File: src/sv/bmmr_pkg.sv
// Shared package for the block min/max/RMS decimator.
// Holds fixed widths, beat types and the controller/datapath command bundles.
// No dependencies.
package bmmr_pkg;

    localparam int SAMPLE_BITS    = 16;
    localparam int COUNT_BITS_DEF = 16;
    localparam int CFG_BITS       = 16;
    localparam int ENERGY_BITS    = 46;
    localparam int ROOT_BITS      = ENERGY_BITS / 2;
    localparam int DIV_STEPS      = ENERGY_BITS;
    localparam int ROOT_STEPS     = ROOT_BITS;
    localparam int STEP_W         = $clog2(DIV_STEPS);

    typedef struct packed {
        logic signed [SAMPLE_BITS-1:0] sample;
        logic                          last;
    } t_in_beat;

    typedef struct packed {
        logic signed [SAMPLE_BITS-1:0] block_min;
        logic signed [SAMPLE_BITS-1:0] block_max;
        logic        [SAMPLE_BITS-1:0] block_rms;
        logic                          final_point;
    } t_out_beat;

    typedef struct packed {
        logic accept;
        logic square;
        logic accum;
        logic div_step;
        logic root_step;
        logic publish;
    } t_dp_cmd;

    typedef struct packed {
        logic close;
        logic can_pub;
    } t_dp_sts;

endpackage

File: src/sv/bmmr_ctrl.sv
// Sequencer for the block min/max/RMS decimator.
// Squares and accumulates each sample; a closing one adds serial divide and root.
// Depends on bmmr_pkg.
module bmmr_ctrl (
    input  logic               i_clk,
    input  logic               i_rst_n,
    input  logic               i_in_valid,
    output logic               o_in_stall,
    input  bmmr_pkg::t_dp_sts  i_sts,
    output bmmr_pkg::t_dp_cmd  o_cmd
);

    typedef enum logic [2:0] {
        S_IDLE,
        S_SQ,
        S_ACC,
        S_DIV,
        S_ROOT,
        S_PUB
    } t_state;

    localparam logic [bmmr_pkg::STEP_W-1:0] DIV_LAST  =
        bmmr_pkg::STEP_W'(bmmr_pkg::DIV_STEPS - 1);
    localparam logic [bmmr_pkg::STEP_W-1:0] ROOT_LAST =
        bmmr_pkg::STEP_W'(bmmr_pkg::ROOT_STEPS - 1);

    t_state                      r_state, n_state;
    logic [bmmr_pkg::STEP_W-1:0] r_step,  n_step;
    logic                        r_in_stall, n_in_stall;

    always_comb begin
        n_state = r_state;
        n_step  = r_step;
        case (r_state)
            S_IDLE: begin
                if (i_in_valid) begin
                    n_state = S_SQ;
                end
            end
            S_SQ: begin
                n_state = S_ACC;
            end
            S_ACC: begin
                n_step = '0;
                if (i_sts.close) begin
                    n_state = S_DIV;
                end else begin
                    n_state = S_IDLE;
                end
            end
            S_DIV: begin
                if (r_step == DIV_LAST) begin
                    n_step  = '0;
                    n_state = S_ROOT;
                end else begin
                    n_step = r_step + 1'b1;
                end
            end
            S_ROOT: begin
                if (r_step == ROOT_LAST) begin
                    n_step  = '0;
                    n_state = S_PUB;
                end else begin
                    n_step = r_step + 1'b1;
                end
            end
            S_PUB: begin
                if (i_sts.can_pub) begin
                    n_state = S_IDLE;
                end
            end
            default: begin
                n_state = S_IDLE;
            end
        endcase
        n_in_stall = (n_state != S_IDLE);
    end

    always_ff @(posedge i_clk) begin
        if (!i_rst_n) begin
            r_state    <= S_IDLE;
            r_step     <= '0;
            r_in_stall <= 1'b0;
        end else begin
            r_state    <= n_state;
            r_step     <= n_step;
            r_in_stall <= n_in_stall;
        end
    end

    always_comb begin
        o_cmd           = '0;
        o_cmd.accept    = i_in_valid && !r_in_stall;
        o_cmd.square    = (r_state == S_SQ);
        o_cmd.accum     = (r_state == S_ACC);
        o_cmd.div_step  = (r_state == S_DIV);
        o_cmd.root_step = (r_state == S_ROOT);
        o_cmd.publish   = (r_state == S_PUB);
    end

    assign o_in_stall = r_in_stall;

    a_pub_returns: assert property (@(posedge i_clk) disable iff (!i_rst_n)
        (r_state == S_PUB) && i_sts.can_pub |=> (r_state == S_IDLE) && !r_in_stall)
        else $error("controller did not return to idle after publishing a point");

endmodule

File: src/sv/bmmr_datapath.sv
// Datapath for the block min/max/RMS decimator: block statistics, squarer,
// restoring divider and digit-by-digit square root, output register.
// Depends on bmmr_pkg.
module bmmr_datapath #(
    parameter int COUNT_BITS = bmmr_pkg::COUNT_BITS_DEF
) (
    input  logic                              i_clk,
    input  logic                              i_rst_n,
    input  bmmr_pkg::t_dp_cmd                 i_cmd,
    output bmmr_pkg::t_dp_sts                 o_sts,
    input  bmmr_pkg::t_in_beat                i_in_beat,
    input  logic                              i_cfg_we,
    input  logic [bmmr_pkg::CFG_BITS-1:0]     i_cfg_data,
    output logic                              o_out_valid,
    input  logic                              i_out_stall,
    output bmmr_pkg::t_out_beat               o_out_beat
);

    localparam int SB    = bmmr_pkg::SAMPLE_BITS;
    localparam int EB    = bmmr_pkg::ENERGY_BITS;
    localparam int RB    = bmmr_pkg::ROOT_BITS;
    localparam int CB    = bmmr_pkg::CFG_BITS;
    localparam int SQ_W  = 2 * SB;
    localparam int SUM_W = ((SQ_W > EB) ? SQ_W : EB) + 1;
    localparam int CMP_W = (COUNT_BITS > CB) ? COUNT_BITS : CB;

    localparam logic signed [SB-1:0]   SMAXV = {1'b0, {(SB-1){1'b1}}};
    localparam logic signed [SB-1:0]   SMINV = {1'b1, {(SB-1){1'b0}}};
    localparam logic [COUNT_BITS-1:0]  CMAX  = {COUNT_BITS{1'b1}};
    localparam logic [EB-1:0]          EMAX  = {EB{1'b1}};

    // Configuration and block statistics.
    logic [CB-1:0]           r_spp;
    logic signed [SB-1:0]    r_min, r_max;
    logic [EB-1:0]           r_energy;
    logic [COUNT_BITS-1:0]   r_count;
    logic                    r_out_valid;

    // Working registers.
    logic signed [SB-1:0]    r_sample;
    logic                    r_last;
    logic [SQ_W-1:0]         r_sq;
    logic [EB-1:0]           r_dvd;
    logic [COUNT_BITS-1:0]   r_div;
    logic [COUNT_BITS-1:0]   r_rem;
    logic [RB:0]             r_rt_rem;
    logic [RB-1:0]           r_root;
    bmmr_pkg::t_out_beat     r_out;

    logic [SB-1:0]           mag;
    logic [SQ_W-1:0]         sq_full;
    logic [SUM_W-1:0]        sum;
    logic [EB-1:0]           energy_nx;
    logic [COUNT_BITS-1:0]   cnt_nx;
    logic [CB-1:0]           len;
    logic signed [SB-1:0]    min_nx, max_nx;
    logic                    close;
    logic                    can_pub;
    logic                    pub_fire;
    logic [COUNT_BITS:0]     rem_sh, rem_sub;
    logic                    div_ge;
    logic [RB+2:0]           rt_cur, rt_trial, rt_sub;
    logic                    rt_ge;

    assign mag     = r_sample[SB-1] ? SB'(-r_sample) : r_sample;
    assign sq_full = SQ_W'(mag) * SQ_W'(mag);

    assign sum       = SUM_W'(r_energy) + SUM_W'(r_sq);
    assign energy_nx = (sum > SUM_W'(EMAX)) ? EMAX : sum[EB-1:0];
    assign cnt_nx    = (r_count == CMAX) ? r_count : r_count + 1'b1;
    assign len       = (r_spp == '0) ? CB'(1) : r_spp;
    assign min_nx    = (r_sample < r_min) ? r_sample : r_min;
    assign max_nx    = (r_sample > r_max) ? r_sample : r_max;
    assign close     = r_last || (CMP_W'(cnt_nx) >= CMP_W'(len)) || (cnt_nx == CMAX);

    assign can_pub  = !r_out_valid || !i_out_stall;
    assign pub_fire = i_cmd.publish && can_pub;

    // One quotient bit per cycle; quotient bits shift in behind the dividend.
    assign rem_sh  = {r_rem, r_dvd[EB-1]};
    assign div_ge  = (rem_sh >= {1'b0, r_div});
    assign rem_sub = rem_sh - {1'b0, r_div};

    // One root bit per cycle, consuming two radicand bits from the top of r_dvd.
    assign rt_cur   = {r_rt_rem, r_dvd[EB-1:EB-2]};
    assign rt_trial = {1'b0, r_root, 2'b01};
    assign rt_ge    = (rt_cur >= rt_trial);
    assign rt_sub   = rt_cur - rt_trial;

    always_ff @(posedge i_clk) begin
        if (!i_rst_n) begin
            r_spp       <= CB'(1);
            r_min       <= SMAXV;
            r_max       <= SMINV;
            r_energy    <= '0;
            r_count     <= '0;
            r_out_valid <= 1'b0;
        end else begin
            if (i_cfg_we) begin
                r_spp <= i_cfg_data;
            end
            if (i_cmd.accum) begin
                r_min    <= min_nx;
                r_max    <= max_nx;
                r_energy <= energy_nx;
                r_count  <= cnt_nx;
            end else if (pub_fire) begin
                r_min    <= SMAXV;
                r_max    <= SMINV;
                r_energy <= '0;
                r_count  <= '0;
            end
            if (pub_fire) begin
                r_out_valid <= 1'b1;
            end else if (!i_out_stall) begin
                r_out_valid <= 1'b0;
            end
        end
    end

    always_ff @(posedge i_clk) begin
        if (i_cmd.accept) begin
            r_sample <= i_in_beat.sample;
            r_last   <= i_in_beat.last;
        end
        if (i_cmd.square) begin
            r_sq <= sq_full;
        end
        if (i_cmd.accum && close) begin
            r_dvd    <= energy_nx;
            r_div    <= cnt_nx;
            r_rem    <= '0;
            r_rt_rem <= '0;
            r_root   <= '0;
        end else if (i_cmd.div_step) begin
            r_dvd <= {r_dvd[EB-2:0], div_ge};
            r_rem <= div_ge ? rem_sub[COUNT_BITS-1:0] : rem_sh[COUNT_BITS-1:0];
        end else if (i_cmd.root_step) begin
            r_dvd    <= {r_dvd[EB-3:0], 2'b00};
            r_rt_rem <= rt_ge ? rt_sub[RB:0] : rt_cur[RB:0];
            r_root   <= {r_root[RB-2:0], rt_ge};
        end
        if (pub_fire) begin
            r_out.block_min   <= r_min;
            r_out.block_max   <= r_max;
            r_out.block_rms   <= SB'(r_root);
            r_out.final_point <= r_last;
        end
    end

    always_comb begin
        o_sts         = '0;
        o_sts.close   = close;
        o_sts.can_pub = can_pub;
    end

    assign o_out_valid = r_out_valid;
    assign o_out_beat  = r_out;

    a_div_nonzero: assert property (@(posedge i_clk) disable iff (!i_rst_n)
        i_cmd.div_step |-> (r_div != '0))
        else $error("divide step started with a zero sample count");

    a_min_le_max: assert property (@(posedge i_clk) disable iff (!i_rst_n)
        (r_count != '0) |-> (r_min <= r_max))
        else $error("running minimum exceeds running maximum in a nonempty block");

    a_pub_clears: assert property (@(posedge i_clk) disable iff (!i_rst_n)
        pub_fire |=> (r_count == '0) && (r_energy == '0) && r_out_valid)
        else $error("block statistics not cleared after a point was published");

endmodule

File: src/sv/block_min_max_rms.sv
// Top level of the block min/max/RMS decimator.
// Instantiates bmmr_ctrl and bmmr_datapath; depends on bmmr_pkg.
//
//   Channel  Direction  Handshake                Beat
//   in       sink       i_in_valid / o_in_stall  t_in_beat (sample, last)
//   out      source     o_out_valid / i_out_stall t_out_beat (min, max, rms, final)
//   cfg      sink       i_cfg_valid / o_cfg_ready samples_per_point
//
// A sample that does not close a block passes through capture, square and accumulate.
// A closing sample then goes through a restoring divide (one quotient bit per cycle),
// a square root (one root bit per cycle) and a publish step.
// Reset is synchronous; statistics reset to an empty block and the length to 1.
// The input stalls while a sample is in work; a stalled output holds its point and
// holds the next point in the publish step until the output register is free.
module block_min_max_rms #(
    parameter int COUNT_BITS = bmmr_pkg::COUNT_BITS_DEF
) (
    input  logic                              i_clk,
    input  logic                              i_rst_n,
    input  logic                              i_in_valid,
    output logic                              o_in_stall,
    input  bmmr_pkg::t_in_beat                i_in_beat,
    output logic                              o_out_valid,
    input  logic                              i_out_stall,
    output bmmr_pkg::t_out_beat               o_out_beat,
    input  logic                              i_cfg_valid,
    output logic                              o_cfg_ready,
    input  logic [bmmr_pkg::CFG_BITS-1:0]     i_cfg_data
);

    bmmr_pkg::t_dp_cmd cmd;
    bmmr_pkg::t_dp_sts sts;

    // The length register takes a write in any cycle.
    assign o_cfg_ready = 1'b1;

    bmmr_ctrl u_ctrl (
        .i_clk      (i_clk),
        .i_rst_n    (i_rst_n),
        .i_in_valid (i_in_valid),
        .o_in_stall (o_in_stall),
        .i_sts      (sts),
        .o_cmd      (cmd)
    );

    bmmr_datapath #(
        .COUNT_BITS (COUNT_BITS)
    ) u_datapath (
        .i_clk       (i_clk),
        .i_rst_n     (i_rst_n),
        .i_cmd       (cmd),
        .o_sts       (sts),
        .i_in_beat   (i_in_beat),
        .i_cfg_we    (i_cfg_valid && o_cfg_ready),
        .i_cfg_data  (i_cfg_data),
        .o_out_valid (o_out_valid),
        .i_out_stall (i_out_stall),
        .o_out_beat  (o_out_beat)
    );

endmodule
File: config.mk
export PLATFORM = sky130hd
export DESIGN_NAME = block_min_max_rms
export DESIGN_NICKNAME = d
export VERILOG_FILES = /design/src/sv/bmmr_pkg.sv /design/src/sv/bmmr_ctrl.sv /design/src/sv/bmmr_datapath.sv /design/src/sv/block_min_max_rms.sv
export SDC_FILE = /design/constraint.sdc
export NUM_CORES = 1
export LEC_CHECK = 0
export BUFFER_PORTS_ARGS = -buffer_cell sky130_fd_sc_hd__buf_2
export CAP_MARGIN = 20
export CORE_ASPECT_RATIO = 0.8
export CORE_MARGIN = 2
export CORE_UTILIZATION = 40
export CTS_CLUSTER_DIAMETER = 200
export DETAILED_ROUTE_END_ITERATION = 12
export GPL_TIMING_DRIVEN = 0
export SLEW_MARGIN = 25
export SYNTH_ARGS = -nofsm -noshare
export SYNTH_HDL_FRONTEND = slang
export SYNTH_SLANG_ARGS = --single-unit
File: constraint.sdc
create_clock -name i_clk -period 7.3 [get_ports i_clk]
set_input_delay 0.365 -clock i_clk [delete_from_list [all_inputs] [get_ports i_clk]]
set_output_delay 0.365 -clock i_clk [all_outputs]
set_load 0.005 [all_outputs]
; ---- Word level (Yosys, flattened, before mapping)
; Index checks and enable logic that the tools add are counted.
[totals]
inputBits = 38
register_bits = 344
elab_cells = 95
out_inout_bits = 52
[classes]
n_reduce_logical = 18
mul = 1
add_sub_neg = 6
mux = 30
bitwise = 1
magnitude_cmp = 6
n_eq_ne = 12
[ops]
columns = cell, n
row1 = 2-to-1 mux 46 bit, 6
row2 = 2-to-1 mux 16 bit, 12
row3 = adder 46 x 32 -> 47 bit, 1
row4 = greater-than comparator 47 x 46 -> 1 bit (second input constant), 1
row5 = equality test 16 bit (second input constant), 2
row6 = multiplier 16 x 16 -> 32 bit, 1
row7 = greater-or-equal comparator 26 x 25 -> 1 bit, 1
row8 = 2-to-1 mux 24 bit, 1
row9 = subtractor 24 bit, 1
row10 = case mux 3 bit (6 select lines), 1
row11 = case mux 6 bit (3 select lines), 1
row12 = greater-or-equal comparator 17 x 16 -> 1 bit, 1
row13 = adder 16 x 1 -> 16 bit (second input constant), 1
row14 = greater-or-equal comparator 16 bit, 1
row15 = greater-than comparator 16 bit, 1
row16 = logical NOT 16 bit, 1
row17 = < comparator 16 bit, 1
row18 = negator 16 bit, 1
row19 = subtractor 16 bit, 1
row20 = 2-to-1 mux 3 bit, 4
row21 = 2-to-1 mux 6 bit, 2
row22 = nonzero test 3 bit, 3
row23 = adder 6 x 1 -> 6 bit (second input constant), 1
row24 = equality test 3 x 2 -> 1 bit (second input constant), 2
row25 = other kinds (15), 26

; ---- Depth between registers and ports, before layout
[depth]
depth_word = 8
mapped_depth = 32
depth_no_buf = 30

; ---- Modules after synthesis
; Synthesis repeated with hierarchy kept, for this count alone.
[unflattened]
hier_cells = 2919
hier_area_um2 = 26196.4
[by_module_without_submodules]
columns = module, cells_each, seq_area_each_um2, instances, area_per_inst_um2
row1 = bmmr_datapath, 2834, 8257.9, 1, 25509.5
row2 = bmmr_ctrl, 83, 200.2, 1, 675.6
row3 = block_min_max_rms, 2, 0.0, 1, 11.3

; ---- Least setup slack after synthesis
; OpenSTA, ideal clock, no wires.
[synth_path]
path_type = flip-flop to flip-flop
start = register u_datapath.r_sample[0]
end = register u_datapath.r_sq[26], data pin
setup_ps = 258
path_stages_with_launch = 33
setup_slack_ps = -284
required_time_ps = 7042
synth_period_minus_slack_ps = 7584
t_arrival_ps = 7326
n_path_buf = 2
cell_sequence = edfxtp_1 inv_1 clkbuf_1 ha_1 inv_1 nand2_1 xor2_1 inv_1 clkbuf_1 nand2_1 inv_1 fa_1 inv_1 fa_1 inv_1 fa_1 inv_1 fa_1 inv_1 fa_1 inv_1 fa_1 inv_1 ha_1 a21o_1 a21o_1 a211oi_1 a21boi_0 a21oi_1 o31ai_1 a21o_1 a21oi_1 xnor2_1
[synth_via]
elab_chain_cells = 3
[synth_rtl]
columns = item, line_no
row1 = from (decl), bmmr_datapath.sv:40  ; logic signed [SB-1:0] r_sample;
row2 = from (signal assigned), bmmr_datapath.sv:123  ; r_sample <= i_in_beat.sample;
row3 = negator 16 bit, bmmr_datapath.sv:65  ; assign mag = r_sample[SB-1] ? SB'(-r_sample) : r_sample;
row4 = 2-to-1 mux 16 bit (*), bmmr_datapath.sv:65
row5 = multiplier 16 x 16 -> 32 bit (*), bmmr_datapath.sv:66  ; assign sq_full = SQ_W'(mag) * SQ_W'(mag);
row6 = named net u_datapath.sq_full[26], bmmr_datapath.sv:51  ; logic [SQ_W-1:0] sq_full;
row7 = to (signal assigned), bmmr_datapath.sv:127  ; r_sq <= sq_full;
row8 = to (decl), bmmr_datapath.sv:42  ; logic [SQ_W-1:0] r_sq;
; Mark *: on every way through the listed nets, which the timed path passes. The rest lies on a longest branch.
; A chain may end at the register's enable or synchronous reset.

; ---- Worst setup path after layout
[layout_path]
start = register u_datapath.r_sample[5]
end = register u_datapath.r_sq[31], data pin
; The elaborated chain is that of the path after synthesis.

==> flow_summary.toml <==
[finish]
antennaDiodeCount = 0
fin_cells = 4042
fin_nets = 3576
drive_gt1_share_pct = 13.1
syn_to_final_growth_pct = 17.7

[grt]
grt.total_usage_pct = 22.0
grt_pass1_vias = 20926
antenna_found_initial = 0
grt_max_degree = 47
grt_remaining_overflow = 0
grt_pass1_wl_um = 118000

[critical_path]
reg2reg_depth = 27
cp_max_fo = 4
ff2ff_setup_slack_ps = -300
reg2reg_to = "u_datapath.r_sq[31]"
arrival_ps = 7910
rr_startpoint = "u_datapath.r_sample[5]"
end_kind = "flip-flop"
required_ps = 7610
cp-start-kind = "flip-flop"
path_class = "flip-flop to flip-flop"

[yosys]
ys_ff_latch = 343
synth_cells = 2913
syn_avg_cell_area_um2 = 9.06
synthArstFlopShare_pct = 0
muxShareOfSynthArea_pct = 1.45
synth_flop_cell = "dfxtp_1"
synth_compound_area_share_pct = 16.6
synth_fa_ha_area_share_pct = 23.2
synth_top_family_by_area = "adder cells"
yosysSeqAreaShare_pct = 32.0
synth_edf_count = 159
synth_xor_area_share_pct = 4.01
yosys.area_share.simple_pct = 15.6
ys_types = 85
yosysWarnings = 0
netlist_area_um2 = 26400

[floorplanning]
ios = 90
dieArea_um2 = 68100
core_area_um2 = 65500
die_h_um = 234
dieWidth_um = 291
start_util_pct = 40.3
placementRows = 84

[timing]
finClkSkew_ps = 39.5
setup_viol = 9
setup_ws_ps = -298
clock.fmax_ghz = 0.132
drv_slew = 0
finalHoldViolCount = 0
max-slew-margin-rel_pct = 25.1
fin_crit_ps = 7600
tightestPinTransition_ps = 1120
post-route-period-util_pct = 104
rsz0062_at_grt = "yes"

[run]
cap_violations = 0

[detailed_routing]
drt_wl_total_um = 75500
wl_per_cell_um = 18.7
drc = 0
drt_iter0_markers = 1726
num_vias = 21850
via_per_inst = 5.41
final_antenna_net_count = 0
dr.pass1.iters = 5

[clocking]
clockBufferDepth = 3
cts_tree = "yes"
cts_buffers = 41
cts_root_buffer = "clkbuf_16"
htreeDepth = 2
insertion_delay_ps = 590
clkTransAtPathRegs_ps = 60
cts_sinks = 343

[worst_hold_path]
holdCritPathClass = "input pin to flip-flop"
min_delay_path_depth = 3
min_from = "i_cfg_data[0]"
min_to = "u_datapath.r_spp[0]"

[place]
port_buffers = 87
dp.final_hpwl_um = 56100
gp_congestion = 0.919
preCtsSetupSlack_ps = -1460
dp.cells = 3873

[outcome]
violations = "negative setup slack"
status = "complete, but fails checks"
==> sequential cells by signal, summed over array words and instances (netlist names) <==
name and flops:
u_ctrl.o_in_stall 1, u_datapath.o_out_beat 49, u_datapath.r_min 16, u_datapath.r_root 23
u_datapath.r_rt_rem 24, u_datapath.r_div 16, u_datapath.r_max 16, u_datapath.r_sample 16
u_datapath.r_dvd 46, u_datapath.o_out_valid 1, u_datapath.r_spp 16, u_datapath.r_rem 16
u_ctrl.r_state 3, u_datapath.r_energy 46, u_datapath.r_last 1, u_ctrl.r_step 6
u_datapath.r_sq 31, u_datapath.r_count 16
==> how the worst max path moves through the flow <==
| stage | start | endpoint | slack [ps] |
|---|---|---|---|
| floorplan | u_datapath.r_sample[5] | u_datapath.r_sq[26] | 20 |
| global placement | u_datapath.r_sample[0] | u_datapath.r_sq[31] | -1430 |
| detailed placement | u_datapath.r_sample[0] | u_datapath.r_sq[26] | -1460 |
| CTS | u_datapath.r_sample[5] | u_datapath.r_sq[31] | -180 |
| global route | u_datapath.r_sample[5] | u_datapath.r_sq[31] | -550 |
| finish | u_datapath.r_sample[5] | u_datapath.r_sq[31] | -300 |
==> area by class of cell <==
type,instances,area [um2]
well taps,860,1080
plain buffers,124,547
repair buffers,183,1310
clock inverters,30,330
fillers,6160,34400
clock buffers,46,1070
flip-flops and latches,343,8460
multi-input cells,2092,16900
inverters,364,1400
==> cells in the mapped netlist (all sizes together), types with 31 or more instances <==
master	number	area [um2]
a211oi	81	608
a21boi	33	248
a21o	51	383
a21oi	187	936
and2	49	307
and3	54	338
clkbuf	97	364
dfxtp	184	3680
edfxtp	159	4770
fa	166	3320
ha	223	2790
inv	359	1350
mux2i	36	360
nand2	263	987
nand3	73	375
nand4	31	200
nor2	232	871
nor2b	40	250
nor3	43	215
o21ai	114	571
xnor2	79	692
xor2	42	368
==> kinds of logic after synthesis <==
group | after synthesis
AND/OR/NAND/NOR | 866
AO/OA/AOI/OAI | 666
buffers and inverters | 488
adder cells (fa/ha/maj) | 389
flip-flops | 343
XOR/XNOR | 121
multiplexers | 38
other | 2
==> timing repair <==
item,CTS,global route
gates resized for setup,146,51
hold endpoints to repair,17,0
hold buffers,17,0
setup endpoints to repair,22,18
gates cloned,0,0
pin swaps,87,42
setup buffers,61,16
==> placed cells by master, fill, tap and decap left out, types with 65 or more instances in the layout <==
cell type / Yosys / final
nand2_1: 263 / 246
a211oi_1: 81 / 80
buf_2: 19 / 107
o21ai_0: 106 / 94
edfxtp_1: 159 / 159
ha_1: 223 / 209
nor2_1: 232 / 216
a21oi_1: 187 / 178
nand3_1: 71 / 67
buf_4: 4 / 65
fa_1: 166 / 156
xnor2_1: 79 / 73
inv_1: 358 / 342
clkbuf_1: 97 / 92
dfxtp_1: 184 / 184
==> routing by layer <==
layer	GRT usage [%]	wire, um
met3	3.53	5330
met2	33.2	32100
met5	0	0
met4	5.25	1520
met1	33.0	36500
==> metrics by stage <==
| stage | utilization (%) | hold WS, ps | cell area (um2) | setup TNS, ps |
|---|---|---|---|---|
| final | 47.5 | 34.7 | 31100 | -1360 |
| after global routing | 47.5 | 48.3 | 31100 | -5240 |
| after CTS | 47.0 | 24.0 | 30800 | -464 |
| after detailed placement | 43.0 | 428 | 28100 | -21600 |
| after global placement | 42.8 | 445 | 28000 | -20440 |
| after floorplan | - | 408 | 26500 | 0 |
==> worst max-delay path: stages, from the launching register on <==
cell       delay [ps]
edfxtp_1          460
or4_4             600
nor2_4            150
nand2_2           110
o21ai_2           200
xnor2_2           220
clkbuf_8          240
buf_12            100
nand2_1           100
fa_1              530
fa_1              560
inv_1              70
fa_1              500
fa_1              430
fa_1              520
inv_1              60
fa_1              530
inv_1              70
ha_4              290
and3_4            200
o2111ai_4         120
o211a_1           310
o21ai_2           140
o211ai_1          140
o211ai_1          290
a21o_1            210
a21oi_2            70
xnor2_1           140
Power is not shown: default switching activity piles up to over one toggle a cycle in this logic, so the estimate is an artifact.
